`src/hdl/tts_pkg.sv`:
```
package tts_pkg;

   typedef enum logic [1:0] {
      REQ_POLL  = 2'd0,
      REQ_LOAD  = 2'd1,
      REQ_START = 2'd2,
      REQ_ARM   = 2'd3
   } req_kind_type;

   localparam logic [1:0] CH_HEAD  = 2'd0;
   localparam logic [1:0] CH_TAIL  = 2'd1;
   localparam logic [1:0] CH_MOUTH = 2'd2;

   localparam logic [1:0] CSR_HEAD_COUNT  = 2'd0;
   localparam logic [1:0] CSR_TAIL_COUNT  = 2'd1;
   localparam logic [1:0] CSR_MOUTH_COUNT = 2'd2;

   localparam int NUM_CH   = 3;
   localparam int COUNT_W  = 7;
   localparam int TIME_W   = 32;
   localparam int ENTRY_W  = 6;

   typedef struct packed {
      logic head_drive;
      logic tail_drive;
      logic mouth_drive;
      logic finished;
      logic running;
   } rsp_data_type;

endpackage

```
`src/hdl/tts_out_buf.sv`:
```
module tts_out_buf (
   input  logic                  clock,
   input  logic                  reset,
   input  logic                  in_valid,
   output logic                  in_ready,
   input  tts_pkg::rsp_data_type in_data,
   output logic                  out_valid,
   input  logic                  out_ready,
   output tts_pkg::rsp_data_type out_data
);
   import tts_pkg::*;

   logic         main_valid_ff;
   logic         main_valid_in;
   logic         skid_valid_ff;
   logic         skid_valid_in;
   rsp_data_type main_ff;
   rsp_data_type main_in;
   rsp_data_type skid_ff;
   rsp_data_type skid_in;
   logic         push;
   logic         pop;

   assign in_ready  = !skid_valid_ff;
   assign push      = in_valid && in_ready;
   assign pop       = main_valid_ff && out_ready;
   assign out_valid = main_valid_ff;
   assign out_data  = main_ff;

   always_comb begin
      main_valid_in = main_valid_ff;
      skid_valid_in = skid_valid_ff;
      main_in       = main_ff;
      skid_in       = skid_ff;
      if (pop) begin
         if (skid_valid_ff) begin
            main_in       = skid_ff;
            skid_valid_in = 1'b0;
         end else begin
            main_valid_in = push;
            main_in       = in_data;
         end
      end else if (push) begin
         if (!main_valid_ff) begin
            main_valid_in = 1'b1;
            main_in       = in_data;
         end else begin
            skid_valid_in = 1'b1;
            skid_in       = in_data;
         end
      end
   end

   always_ff @(posedge clock) begin
      if (reset) begin
         main_valid_ff <= 1'b0;
         skid_valid_ff <= 1'b0;
      end else begin
         main_valid_ff <= main_valid_in;
         skid_valid_ff <= skid_valid_in;
      end
   end

   always_ff @(posedge clock) begin
      main_ff <= main_in;
      skid_ff <= skid_in;
   end

   a_skid_behind_main: assert property (@(posedge clock) disable iff (reset)
      skid_valid_ff |-> main_valid_ff)
      else $error("skid entry held without a main entry");

   a_stall_keeps_head: assert property (@(posedge clock) disable iff (reset)
      (main_valid_ff && !out_ready) |=> (main_valid_ff && $stable(main_ff)))
      else $error("stalled transaction changed");

   a_skid_drains_first: assert property (@(posedge clock) disable iff (reset)
      (skid_valid_ff && out_ready) |=> (main_ff == $past(skid_ff)))
      else $error("skid entry not moved forward in order");

endmodule

```
`config.mk`:
```
export PLATFORM = sky130hd
export DESIGN_NAME = tts_out_buf
export DESIGN_NICKNAME = d
export VERILOG_FILES = /design/src/hdl/tts_pkg.sv /design/src/hdl/tts_out_buf.sv
export SDC_FILE = /design/constraint.sdc
export NUM_CORES = 1
export LEC_CHECK = 0
export ABC_AREA = 1
export BUFFER_PORTS_ARGS = -buffer_cell sky130_fd_sc_hd__buf_2
export CORE_AREA = 4 4 41 43
export DETAILED_ROUTE_END_ITERATION = 10
export DIE_AREA = 0 0 45 47
export GPL_TIMING_DRIVEN = 0
export PLACE_DENSITY = 0.59
export REMOVE_ABC_BUFFERS = 1
export SYNTH_ARGS = -nofsm -noshare
export SYNTH_HDL_FRONTEND = slang
export SYNTH_SLANG_ARGS = --single-unit
```
`constraint.sdc`:
```
create_clock -name clock -period 4 [get_ports clock]
set_clock_uncertainty 0.15 [all_clocks]
set_input_delay 0.4 -clock clock [delete_from_list [all_inputs] [get_ports clock]]
set_output_delay 0.4 -clock clock [all_outputs]
set_load 0.1 [all_outputs]
```
* Word level (Yosys, flattened, before mapping)
Cells that the tools add are included.
** Storage, ports and cells
- Register bits :: 12
- Input bits :: 9
- Output and inout bits :: 7
- Word-level logic and storage cells :: 31
** Cells by class
- Equality and inequality tests :: 2
- Multiplexer cells :: 7
- Bitwise logic cells :: 1
- Reduce and logical (&&, ||, !) cells :: 9
** Operators with widths (count)
- 2-to-1 mux 5 bit :: 4
- AND reduction 2 bit :: 3
- 2-to-1 mux 1 bit :: 3
- AND reduction 3 bit :: 1
- logical AND 1 bit :: 2
- inequality test 2 x 1 -> 1 bit (second input constant) :: 1
- inequality test 2 bit (second input constant) :: 1
- nonzero test 2 bit :: 1
- OR reduction 2 bit :: 1
- zero test 1 bit :: 1
- inverter 1 bit :: 1

* Longest topological paths before layout
- Depth in word-level cells :: 4
- Gate-level depth with buffers :: 4
- Depth with buffers taken out :: 4

* Worst setup path after synthesis
OpenSTA, ideal clock, no wires.
- Path kind :: register to register
- Start :: register main_valid_ff (netlist: out_valid)
- End :: register skid_ff[0] in the netlist's numbering (enable)
- Setup time :: 0.375 ns
- Data arrival time :: 1.555 ns
- Required time :: 3.475 ns
- Slack :: 1.920 ns
- Stages on the path, launching flop included :: 2
- Buffers on the path :: 0
- Clock period less this slack :: 2.080 ns
- Cells stage by stage :: dfxtp_1 -> nor3b_1
** Between the ends
- Longest elaborated chain between the ends :: 3
** RTL lines
- start, declared :: line tts_out_buf.sv:13 : logic main_valid_ff;
- start signal, assigned :: line tts_out_buf.sv:59 : main_valid_ff <= main_valid_in;
- logical AND 1 bit :: line tts_out_buf.sv:26 : assign pop = main_valid_ff && out_ready;
- inverter 1 bit (no source line)
- AND reduction 3 bit (no source line) *
- end signal, assigned :: line tts_out_buf.sv:66 : skid_ff <= skid_in;
- end, declared :: line tts_out_buf.sv:19 : rsp_data_type skid_ff;
Mark *: on every way between the ends. The rest lies on a longest branch, timed or not.
A chain may end at the register's enable or synchronous reset.

* Worst setup path after layout
- Start :: register skid_valid_ff
- End :: output in_ready
** Between the ends
- Longest elaborated chain between the ends :: 1
** RTL lines
- start, declared :: line tts_out_buf.sv:15 : logic skid_valid_ff;
- start signal, assigned :: line tts_out_buf.sv:60 : skid_valid_ff <= skid_valid_in;
- zero test 1 bit :: line tts_out_buf.sv:24 : assign in_ready = !skid_valid_ff;
- end, declared :: line tts_out_buf.sv:5 : output logic in_ready,
No other way between the ends.

==> impl_metrics.tcl <==
set metrics [dict create \
    status "complete, no violations" \
    synthCells 40 \
    die_w_um 45 \
    cts_buffers 3 \
    synth.yosys.warnings 0 \
    num_io_pins 16 \
    crit_type "reg2out" \
    synth.avg_cell_area_um2 11.7 \
    die_h_um 47 \
    place_ws_ns 2.30 \
    p_per_area_nw_per_um2 476 \
    wirelength_um 689 \
    leakage_nw 0.240 \
    hold_buffers 0 \
    whs_ns 0.152 \
    endpoint_kind "output pin" \
    antenna_found_initial 0 \
    ys_seq_area_share_pct 72.5 \
    row_count 13 \
    design_area_um2 589 \
    rsz0062_at_grt "no" \
    yosys.cell_types.count 11 \
    drv_cap 0 \
    drv_slew 0 \
    syn_to_final_growth_pct 25.6 \
    ir_worst_vdd_mv 0.258 \
    fin_nets 69 \
    grt_overflow 0 \
    path_max_fanout 9 \
    timing_hold_violations_final 0 \
    fmax_mhz 586 \
    antenna_cells 0 \
    cp.required_ns 3.45 \
    dp_cells 70 \
    cts_buffer_depth 2 \
    crit_chain "inv_2 > buf_2" \
    worst_slew_pin_slew_ns 0.693 \
    synth-seq-cells 12 \
    cpLargestDelayFamily "buffers and inverters" \
    clkLatencyLatePin_ns 0.26 \
    cts_sinks 12 \
    dr.pass1.iters 4 \
    ant_nets 0 \
    netlist_area_um2 469 \
    start_util_pct 36.1 \
    hp-class "in2reg" \
    slowest_delay_ns 0.45 \
    viasPerCell 4.35 \
    relSlewSlack_pct 53.7 \
    cts_tree "done" \
    reg2reg_depth 3 \
    layoutNonFillerInstCount 74 \
    grt_max_degree 10 \
    core-area_um2 1300 \
    grt_pass1_wl_mm 1.06 \
    wire_per_inst_um 9.31 \
    grtUsageTotal_pct 7.48 \
    drt_iter0_markers 5 \
    timing.final.crit_share_pct 42.7 \
    final_common_cell "buf_2" \
    cp.depth 2 \
    critPathLaunchType "register" \
    cts_resized 0 \
    vias 322 \
    port_buffers 15 \
    hold_depth 2 \
    worst-path-buf-inv 2 \
    fin_setup_tns_ns 0 \
    fin_ws_ns 2.29 \
    drive_above_1_share_pct 35.6 \
    min_period_ns 1.71 \
    cpMaxStageDelayCell "buf_2" \
    post-cts-setup-buffers 0 \
    clk_pin_slew_ns 0.06 \
    layout_common_cells "buf_2, nand2_1, edfxtp_1, o21ai_0, clkbuf_4" \
    arrival_ns 1.16 \
    htreeDepth 1 \
    drc 0 \
    place_area_um2 563 \
    die-area_um2 2120 \
    final-setup-viol-count 0 \
    first_global_vias 268 \
    cts-root-buf "clkbuf_4" \
    gp_congestion 0.712 \
]
## path summary, 6_finish.rpt
path | from | to | slack [ns]
worst min-delay path | reset | out_valid | 0.15
worst min register to register | skid_valid_ff | skid_valid_ff | 0.35
worst max register to register | skid_valid_ff | skid_ff[3] | 2.35
worst max-delay path | skid_valid_ff | in_ready | 2.29
## metal layers
| metal | track usage (%) | vias up | wire [µm] |
|---|---|---|---|
| li1 | - | 176 | - |
| met1 | 8.13 | 134 | 302 |
| met2 | 10.5 | 12 | 310 |
| met3 | 7.28 | 0 | 77 |
| met4 | 1.75 | 0 | 0 |
| met5 | 0 | - | 0 |
## sequential cells by signal, summed over array words and instances, names as in the netlist
signal	count
skid_valid_ff	1
skid_ff	5
out_data	5
out_valid	1
## logic make-up (layout without fill, tap and decap cells)
kind of cell           count (synthesis)  in the layout  share of synthesized area (%)
DFF                                   12             12                           72.5
buffers and inverters                  2             21                           1.60
AOI/OAI and AO/OA                      8              8                           8.53
and+or+nand+nor                       18             18                           17.3
## power by group
group          total (mW)  leakage, nW  internal (mW)  switching (mW)
combinational      0.0616        0.114        0.00955          0.0520
sequential          0.146        0.110          0.144         0.00244
clock              0.0729       0.0150         0.0385          0.0344
## synth_stat cells
cell      number  share of area, %
nand2_1       14                11
inv_1          1              0.80
edfxtp_1      10                64
a21oi_1        2               2.1
dfxtp_1        2               8.5
nor2_1         1              0.80
nor3b_1        1               1.6
nor2_4         1               2.4
inv_2          1              0.80
o21ai_0        6               6.4
nand2_2        1               1.3
## area by class of cell
type / instances / area (µm²)
timing repair buffer: 15 / 75.1
clock buffer: 4 / 26.3
inverter: 2 / 7.51
sequential: 12 / 340
tap: 15 / 18.8
fill: 141 / 712
multi-input combinational: 26 / 121
## metrics by stage
step / utilization (%) / power, mW
after floorplan: - / 0.199
after global placement: 43.3 / 0.211
after detailed placement: 43.3 / 0.211
after CTS: 45.3 / 0.286
after global routing: 45.3 / 0.297
final: 45.3 / 0.281
No activity file was read; power rests on OpenSTA's default activity.
