===== config.mk =====
export PLATFORM = sky130hd
export DESIGN_NAME = tts_table
export DESIGN_NICKNAME = d
export VERILOG_FILES = /design/src/hdl/tts_pkg.sv /design/src/hdl/tts_table.sv
export SDC_FILE = /design/constraint.sdc
export NUM_CORES = 2
export LEC_CHECK = 0
export BUFFER_PORTS_ARGS = -buffer_cell sky130_fd_sc_hd__buf_4
export CAP_MARGIN = 20
export CORE_MARGIN = 2
export CORE_UTILIZATION = 40
export CTS_CLUSTER_SIZE = 12
export DETAILED_ROUTE_END_ITERATION = 7
export GPL_ROUTABILITY_DRIVEN = 0
export GPL_TIMING_DRIVEN = 0
export PLACE_DENSITY_LB_ADDON = 0.2
export SLEW_MARGIN = 20
export SYNTH_ARGS = -nofsm -noshare
export SYNTH_HDL_FRONTEND = slang
export SYNTH_SLANG_ARGS = --single-unit

===== constraint.sdc =====
create_clock -name clock -period 12.1 [get_ports clock]
set_input_delay 2.42 -clock clock [delete_from_list [all_inputs] [get_ports clock]]
set_output_delay 2.42 -clock clock [all_outputs]
set_load 0.05 [all_outputs]

===== src/hdl/tts_pkg.sv =====
package tts_pkg;

   typedef enum logic [1:0] {
      REQ_POLL  = 2'd0,
      REQ_LOAD  = 2'd1,
      REQ_START = 2'd2,
      REQ_ARM   = 2'd3
   } req_kind_type;

   localparam logic [1:0] CH_HEAD  = 2'd0;
   localparam logic [1:0] CH_TAIL  = 2'd1;
   localparam logic [1:0] CH_MOUTH = 2'd2;

   localparam logic [1:0] CSR_HEAD_COUNT  = 2'd0;
   localparam logic [1:0] CSR_TAIL_COUNT  = 2'd1;
   localparam logic [1:0] CSR_MOUTH_COUNT = 2'd2;

   localparam int NUM_CH   = 3;
   localparam int COUNT_W  = 7;
   localparam int TIME_W   = 32;
   localparam int ENTRY_W  = 6;

   typedef struct packed {
      logic head_drive;
      logic tail_drive;
      logic mouth_drive;
      logic finished;
      logic running;
   } rsp_data_type;

endpackage


===== src/hdl/tts_table.sv =====
module tts_table #(
   parameter int TABLE_DEPTH = 64,
   parameter int ADDR_W      = 6
) (
   input  logic                      clock,
   input  logic                      wr_en,
   input  logic [ADDR_W-1:0]         wr_addr,
   input  logic [tts_pkg::TIME_W-1:0] wr_data,
   input  logic [ADDR_W-1:0]         rd_addr,
   output logic [tts_pkg::TIME_W-1:0] rd_data
);
   import tts_pkg::*;

   logic [TIME_W-1:0] mem [TABLE_DEPTH];
   logic [TIME_W-1:0] rd_data_ff;

   always_ff @(posedge clock) begin
      if (wr_en) begin
         mem[wr_addr] <= wr_data;
      end
   end

   // write-through so the prefetched entry never goes stale
   always_ff @(posedge clock) begin
      if (wr_en && (wr_addr == rd_addr)) begin
         rd_data_ff <= wr_data;
      end else begin
         rd_data_ff <= mem[rd_addr];
      end
   end

   assign rd_data = rd_data_ff;

endmodule


; ---- Yosys cells after proc, flatten, opt, wreduce, memory -nomap -nowiden
; Memory sizes are Yosys's and may differ from the RTL's. A register that Yosys moved wholly into a read port is not among the register bits.
; Cells that the tools add are included.
[classes]
n_mux = 2
[ops]
columns = cell, n
row1 = 1-bit 2-to-1 mux, 2
[word_totals]
ff_bits = 0
mem_bits_rw = 2048
in_bits = 46
output_inout_bits = 32
mem_count = 1
[memory_table]
columns = memory, depth, word_bits, read_ports, rd_ports_with_merged_regs, wr, line_no
row1 = mem, 64, 32, 1, 1, 1, tts_table.sv:14  ; logic [TIME_W-1:0] mem [TABLE_DEPTH];

; ---- Longest topological paths before layout
[depth]
ltp_word = 2
ltp_mapped = 10
depth_no_buf = 5

; ---- Worst setup path before layout
; OpenSTA, ideal clock, no wires.
[synth_path]
path_kind = input port to flip-flop
from = input wr_addr[3]
to = memory mem[48][0] (enable)
setup_ps = 461
arrival_time_ps = 5119
t_required_ps = 11639
path_slack_ps = 6520
cell_stages = 4
cell_sequence = clkbuf_1 nor2b_1 nand4b_1 nor3_1
[synth_rtl]
columns = item, line_no
row1 = from (decl), tts_table.sv:7  ; input logic [ADDR_W-1:0] wr_addr,
row2 = to (decl), tts_table.sv:14
; Straight into the memory's write port.

==> flow_metrics.tcl <==
set metrics [dict create \
    run_status "complete, no violations" \
    synth_cells 3298 \
    compound_gate_portion_of_the_synthesized_area_pct 1.68 \
    data_required_time_of_the_critical_path_ps 9680 \
    cp_data_arrival_time_ps 5840 \
    cts-buffers-inserted 207 \
    grt_first_pass_wirelength_mm 328 \
    cts_tree "done" \
    fin_util_pct 47.1 \
    final-setup-viol-count 0 \
    report.power.total_mw 14.8 \
    maxSlewViolCount 0 \
    largest_register_ff_count 2048 \
    yosys_warnings 0 \
    ant_nets 0 \
    final_cell_area_mm2 0.0916 \
    final.min_clock_period_ps 8260 \
    cts.hold.buffers_added 0 \
    p_leak_nw 28.4 \
    maxCapViolations 0 \
    slew_headroom_pct 15.7 \
    first_pass_iters 5 \
    grt_setup_unrepaired "no" \
    syn-num-nets 3344 \
    clock_sink_count 2054 \
    synth.lib_cells_used.distinct 34 \
    layout-area-overhead-vs-synth_pct 17.4 \
    fin_crit_sh_pct 68.3 \
    fin_nets 3762 \
    cp-start-kind "flop" \
    max_freq_mhz 121 \
    vdd.ir_drop.worst_mv 0.122 \
    dp.cells 6048 \
    core_area_mm2 0.194 \
    final_hold_fails 0 \
    port_buffers 72 \
    die_x_um 446 \
    post_cts.resized_instances 0 \
    multiInputGateArea_mm2 0.0160 \
    cts-htree-levels 4 \
    die_area_mm2 0.199 \
    grt_start_max_net_pins 65 \
    top_register "mem" \
    n_fill_cell 15600 \
    io_pins 78 \
    synthSimpleGateAreaFrac_pct 1.27 \
    cts.clk_slew.worst_paths_ps 60 \
    post_synth_fa_ha_maj_area_fraction_pct 0 \
    route.detailed.vias_per_inst 6.04 \
    timing.critical_path.to_type "output pin" \
    yosys_register_bits 2054 \
    reg.largest.list "mem (2048)" \
    first_global_vias 38000 \
    sequential_cell_area_mm2 0.0616 \
    power.density_mw_per_mm2 162 \
    finish.cell_count_without_fillers 6399 \
    syn-cell-area_mm2 0.0780 \
    cts.root.buffer_cell "sky130_fd_sc_hd__clkbuf_16" \
    postRouteWirelength_mm 243 \
    worstHoldPathType "in -> reg" \
    initial_antenna_violation_count 9 \
    final.setup.tns_ps 0 \
    worst-slew-pin-transition_ps 1260 \
    synth.mux.area_fraction_pct 16.9 \
    max-clock-path-buffers 3 \
    post_drt_wl_per_cell_um 37.9 \
    grt_overflow_total 0 \
    placed_cell_area_mm2 0.0854 \
    crit_type "reg -> out" \
    synth-seq-area-share_pct 79.0 \
    synth_top_family_by_area "multiplexers" \
    route.vias.total 38700 \
    cts.repair_timing.setup_buffer_count 0 \
    floorplan.rows 162 \
    synth_xor_area_share_pct 0 \
    grt_use_total_pct 24.5 \
    detail_route.iter0.violations 5512 \
    initial_core_util_pct 40.1 \
    fp.dieH_um 446 \
    syn-mean-instance-area_um2 23.6 \
    place.detailed.hpwl_mm 159 \
    drc_errors 0 \
    ratio_of_cells_with_drive_above_1_in_the_final_layout_pct 30.7 \
    timing.critical_path.fanout_max 10 \
]
cell usage after synthesis (all sizes together):
| cell | n | area share, % |
|---|---|---|
| a311oi | 8 | 0.090 |
| o221ai | 27 | 0.30 |
| or2 | 3 | 0.024 |
| o32ai | 4 | 0.045 |
| dfxtp | 6 | 0.15 |
| nand4 | 2 | 0.016 |
| nand4b | 1 | 0.011 |
| and2 | 2 | 0.016 |
| nand2b | 8 | 0.064 |
| nand3 | 5 | 0.032 |
| mux2i | 93 | 1.2 |
| nand3b | 5 | 0.048 |
| nor2b | 15 | 0.12 |
| a31oi | 1 | 0.0080 |
| a21oi | 62 | 0.40 |
| or3b | 5 | 0.056 |
| nand2 | 26 | 0.13 |
| nor2 | 137 | 0.66 |
| a22oi | 12 | 0.12 |
| or3 | 3 | 0.024 |
| mux4 | 544 | 16 |
| a41o | 4 | 0.051 |
| edfxtp | 2048 | 79 |
| buf | 108 | 0.78 |
| and3 | 4 | 0.032 |
| nor3 | 7 | 0.045 |
| clkbuf | 74 | 0.36 |
| o22ai | 84 | 0.67 |
kinds of logic (layout without fill, tap and decap cells):
group,Yosys count,in the layout
DFF,2054,2054
other,0,3
muxes,637,637
buffers and inverters,182,738
AOI/OAI and AO/OA,202,202
and+or+nand+nor,223,223
power by group:
part / switching, mW / internal (mW) / total (mW)
registers: 0.0123 / 7.88 / 7.89
clock network: 2.66 / 3.35 / 6.01
logic: 0.639 / 0.289 / 0.928
area by class of cell:
| cell class | count | area share, % |
|---|---|---|
| Multi-Input combinational cell | 1062 | 17.4 |
| Clock buffer | 279 | 6.05 |
| Clock inverter | 68 | 0.676 |
| Antenna cell | 3 | 0.00820 |
| Buffer | 182 | 1.00 |
| Tap cell | 2542 | 3.47 |
| Sequential cell | 2054 | 67.3 |
| Timing Repair Buffer | 209 | 4.05 |
per-layer routing:
layer	share of wire [%]	up-vias	GRT usage (%)
li1	-	15000	-
met5	0	-	0
met1	39	21200	33.9
met3	8.9	378	4.78
met2	48	2074	38.7
met4	4.1	0	9.20
through the flow:
| step | setup WS [ps] | hold slack [ps] |
|---|---|---|
| 6_report | 3840 | 1690 |
| 2_1_floorplan | 6520 | 2450 |
| 5_1_grt | 3960 | 1640 |
| 4_1_cts | 3830 | 1620 |
| 3_5_place_dp | 4750 | 2530 |
| 3_3_place_gp | 2800 | 2530 |
cell usage in the layout (no fill, tap or decap), types with 7 or more instances in the layout:
master,count
sky130_fd_sc_hd__a21oi_1,62
sky130_fd_sc_hd__a22oi_1,12
sky130_fd_sc_hd__a311oi_1,8
sky130_fd_sc_hd__buf_1,16
sky130_fd_sc_hd__buf_12,46
sky130_fd_sc_hd__buf_16,77
sky130_fd_sc_hd__buf_2,62
sky130_fd_sc_hd__buf_4,107
sky130_fd_sc_hd__buf_6,7
sky130_fd_sc_hd__bufinv_16,8
sky130_fd_sc_hd__clkbuf_1,119
sky130_fd_sc_hd__clkbuf_16,210
sky130_fd_sc_hd__clkbuf_2,21
sky130_fd_sc_hd__clkinv_1,31
sky130_fd_sc_hd__clkinv_2,17
sky130_fd_sc_hd__edfxtp_1,2048
sky130_fd_sc_hd__mux2i_1,93
sky130_fd_sc_hd__mux4_2,544
sky130_fd_sc_hd__nand2_1,26
sky130_fd_sc_hd__nand2b_1,8
sky130_fd_sc_hd__nor2_1,75
sky130_fd_sc_hd__nor2_4,62
sky130_fd_sc_hd__nor2b_1,15
sky130_fd_sc_hd__o221ai_1,27
sky130_fd_sc_hd__o22ai_1,83
worst paths after layout:
check / start / endpoint / slack [ps] / depth (start not counted)
worst min-delay path: rd_addr[4] / flop / 1690 / 1
worst max-delay path: flop / rd_data[2] / 3840 / 10
critical path, cell delays in order (launching register included):
cell and delay, ps:
sky130_fd_sc_hd__dfxtp_1 460, sky130_fd_sc_hd__buf_2 430, sky130_fd_sc_hd__buf_2 440, sky130_fd_sc_hd__buf_2 430
sky130_fd_sc_hd__clkbuf_1 910, sky130_fd_sc_hd__mux4_2 430, sky130_fd_sc_hd__o22ai_1 140, sky130_fd_sc_hd__nor2_1 150
sky130_fd_sc_hd__a21oi_1 920, sky130_fd_sc_hd__nor2_1 360, sky130_fd_sc_hd__buf_4 310
(Power assumes the default switching activity.)
